==> config.mk <==
export PLATFORM = sky130hd
export DESIGN_NAME = bsf_ctrl
export DESIGN_NICKNAME = d
export VERILOG_FILES = /design/src/bsf_pkg.sv /design/src/bsf_ctrl.sv
export SDC_FILE = /design/constraint.sdc
export NUM_CORES = 1
export LEC_CHECK = 0
export BUFFER_PORTS_ARGS = -buffer_cell sky130_fd_sc_hd__buf_4
export CORE_AREA = 5 5 42 44
export CTS_CLUSTER_SIZE = 40
export DETAILED_ROUTE_END_ITERATION = 12
export DIE_AREA = 0 0 47 49
export GPL_TIMING_DRIVEN = 0
export PLACE_DENSITY = 0.45
export RECOVER_POWER = 100
export SLEW_MARGIN = 20
export SYNTH_ARGS = -nofsm -noshare
export SYNTH_HDL_FRONTEND = slang
export SYNTH_SLANG_ARGS = --single-unit
==> constraint.sdc <==
create_clock -name clk -period 1.1 [get_ports clk]
set_input_delay 0.11 -clock clk [delete_from_list [all_inputs] [get_ports clk]]
set_output_delay 0.11 -clock clk [all_outputs]
set_load 0.01 [all_outputs]
==> src/bsf_pkg.sv <==
package bsf_pkg;

  typedef enum logic [1:0] {
    CMD_PUSH  = 2'd0,
    CMD_POP   = 2'd1,
    CMD_CLOSE = 2'd2,
    CMD_QUERY = 2'd3
  } cmd_t;

  typedef enum logic [2:0] {
    ST_IDLE,
    ST_UPDATE,
    ST_WRITE,
    ST_READ,
    ST_RESULT
  } state_t;

  // controller -> datapath
  typedef struct packed {
    logic load;
    logic apply;
    logic wr_step;
    logic rd_step;
    logic deliver;
  } ctl_cmd_t;

  // datapath -> controller
  typedef struct packed {
    logic wr_needed;
    logic wr_last;
    logic rd_last;
  } ctl_stat_t;

endpackage

==> src/bsf_ctrl.sv <==
module bsf_ctrl (
  input  logic               clk,
  input  logic               rst,
  input  logic               start,
  output logic               busy,
  output bsf_pkg::ctl_cmd_t  ctl,
  input  bsf_pkg::ctl_stat_t stat
);

  import bsf_pkg::*;

  state_t state;
  state_t state_next;

  always_ff @(posedge clk) begin
    if (rst) begin
      state <= ST_IDLE;
    end else begin
      state <= state_next;
    end
  end

  always_comb begin
    state_next = state;
    ctl        = '0;
    busy       = 1'b1;
    case (state)
      ST_IDLE: begin
        busy = 1'b0;
        if (start) begin
          ctl.load   = 1'b1;
          state_next = ST_UPDATE;
        end
      end
      ST_UPDATE: begin
        ctl.apply  = 1'b1;
        state_next = stat.wr_needed ? ST_WRITE : ST_READ;
      end
      ST_WRITE: begin
        ctl.wr_step = 1'b1;
        if (stat.wr_last) begin
          state_next = ST_READ;
        end
      end
      ST_READ: begin
        ctl.rd_step = 1'b1;
        if (stat.rd_last) begin
          state_next = ST_RESULT;
        end
      end
      ST_RESULT: begin
        ctl.deliver = 1'b1;
        state_next  = ST_IDLE;
      end
      default: begin
        state_next = ST_IDLE;
      end
    endcase
  end

`ifndef ASSERT_OFF
  a_accept_to_update: assert property (@(posedge clk) disable iff (rst)
    (start && !busy) |=> (state == ST_UPDATE))
    else $error("accepted request did not enter update");

  a_result_pulse: assert property (@(posedge clk) disable iff (rst)
    ctl.deliver |=> (!ctl.deliver && !busy))
    else $error("result strobe longer than one cycle");

  a_one_command: assert property (@(posedge clk) disable iff (rst)
    $onehot0({ctl.load, ctl.apply, ctl.wr_step, ctl.rd_step, ctl.deliver}))
    else $error("more than one datapath command at once");
`endif

endmodule

==> flow_summary.ini <==
[routing]
drc = 0
ant_nets = 0
post_drt_via_cell_ratio = 3.70
dr.pass1.iters = 2
wire_per_inst_um = 9.41
drt-initial-drc-count = 3
drt-total-wl_um = 527
vias = 207

[finish]
final_common_cell = buf_4
syn_to_final_growth_pct = 107
reg_top3 = state (3)
drive_above_1_share_pct = 62.5
regMostFlops = state
largest_reg_flops = 3
final_nets = 47
layout_common_cells = buf_4, nor2_1, clkbuf_4, nor3_1, dfxtp_4
utilization_pct = 25.2
n_antenna_cell = 0

[timing]
final_hold_viol_count = 0
report.final.setup_viol = 7
fmax_mhz = 794
rsz0062_at_grt = yes
skew_ns = 0.000821
period_minus_slack_ns = 1.26
max_slew.worst_pin.slew_ns = 0.211
fin_ws_ns = -0.160
post-route-period-util_pct = 115
slew_violations = 0
slew_headroom_pct = 85.8

[global_route]
grt_max_degree = 8
grt.total_usage_pct = 5.28
grt_pass1_vias = 208
grt_pass1_wl_um = 800
grt_antenna_before_repair = 0
overflow = 0

[yosys]
yosys_warnings = 0
ys_async_sr_fraction_pct = 0
syn_avg_cell_area_sq_um = 7.73
synth_cells = 22
seq_area_frac_synth_pct = 35.3
netlist_area_sq_um = 170
synth_enable_flop_cells = 0
ys.flop_type = dfxtp_1
synth.distinct_cells = 14
synth-seq-cells = 3
syn_nets = 28

[die]
ios = 12
rows = 14
die_w_um = 47
core-area_sq_um = 1400
die_area_sq_um = 2300
start_util_pct = 12.1
die_y_um = 49

[worst_hold_path]
hold_path_depth = 2
hold_start = rst
hold_path_class = primary input to flop
hold_end = state[1]

[power_and_ir_drop]
ir_drop_v = 0.000418
finalPower_mw = 0.498
powerDensity_nw_per_um2 = 1410
p_leak_nw = 0.166

[placement]
dp_slack_ns = -0.0116
numPortBuffers = 11
hpwl_um = 369
gp_congestion = 0.622

[clock_network]
clock_path_buffers = 2
holdBufCountCts = 0
cts_tree = done
cts_max_level = 1
path_clk_slew_ns = 0.03
insertion_delay_ns = 0.23
clock-sinks = 3
cts_root_buf = clkbuf_4
cts_buffers = 3

[worst_setup_path]
r2r_start = state[1]
cp.required_ns = 0.99
worstSetupStartpointType = flop
r2r_slack_ns = -0.05
reg2reg_depth = 3
crit_arrival_ns = 1.15
end_kind = output pin
path_max_fanout = 2
crit_type = flop to output pin
reg2reg_to = state[0]

[status]
status = complete, but fails checks
violations = negative setup slack

[flow_run]
max_cap_violations = 0
-- layout make-up --
cell class                      instances  area [sq um]
Fill cell                             172          1050
Multi-Input combinational cell         17           128
Sequential cell                         3          68.8
Inverter                                2          7.51
Tap cell                               16          20.0
Timing Repair Buffer                   14           103
Clock buffer                            4          26.3
-- cells in the mapped netlist, drive strengths merged, types with 2 or more instances --
master	number	area share, %
dfxtp	3	35
nor2	4	8.8
nor3	3	8.8
inv	2	4.4
-- per-layer routing --
layer	vias up	track usage [%]	wire length (um)
met2	8	7.01	255
met5	-	0	0
li1	111	-	-
met4	0	5.53	0
met3	0	2.58	77
met1	88	5.48	194
-- worst max-delay path, stage by stage, from the launching register on --
cell     delay [ns]
dfxtp_4        0.33
or3_4          0.38
nor2_1         0.09
buf_4          0.12
-- per-stage QoR --
stage | setup TNS (ns) | area, sq um | hold slack (ns) | instances
after floorplan | 0 | 170 | 0.187 | 22
after global placement | -0.0282 | 273 | 0.313 | 49
after detailed placement | -0.0116 | 273 | 0.313 | 49
after CTS | -0.543 | 350 | 0.0563 | 56
after global routing | -0.783 | 353 | 0.0685 | 56
final | -0.419 | 353 | 0.0649 | 56
-- cell families after synthesis --
family / synth area share, %
muxes: 12.5
DFF: 35.3
buffers and inverters: 4.41
AOI/OAI and AO/OA: 5.15
and+or+nand+nor: 42.7
-- power breakdown --
group	internal [mW]	total, mW	switching (mW)
Clock	0.136	0.190	0.0541
Sequential	0.123	0.130	0.00757
Combinational	0.0991	0.178	0.0786
Total	0.357	0.498	0.140
-- worst max-delay path by stage --
stage | slack, ns | to | cells after the start | startpoint
after detailed placement | -0.01 | state[0] | 2 | state[1]
final | -0.16 | ctl[4] | 3 | state[1]
after CTS | -0.19 | ctl[4] | 3 | state[1]
after floorplan | 0.03 | ctl[4] | 2 | state[0]
after global placement | -0.03 | state[0] | 2 | state[1]
after global routing | -0.19 | ctl[4] | 3 | state[1]
-- repair_timing --
| item | 4_1_cts | 5_1_grt |
|---|---|---|
| gates resized for setup | 10 | 2 |
| endpoints found under the setup margin | 7 | 7 |
| buffers inserted | 3 | 0 |
| pin swaps | 2 | 2 |
No activity file was read; power rests on OpenSTA's default activity.
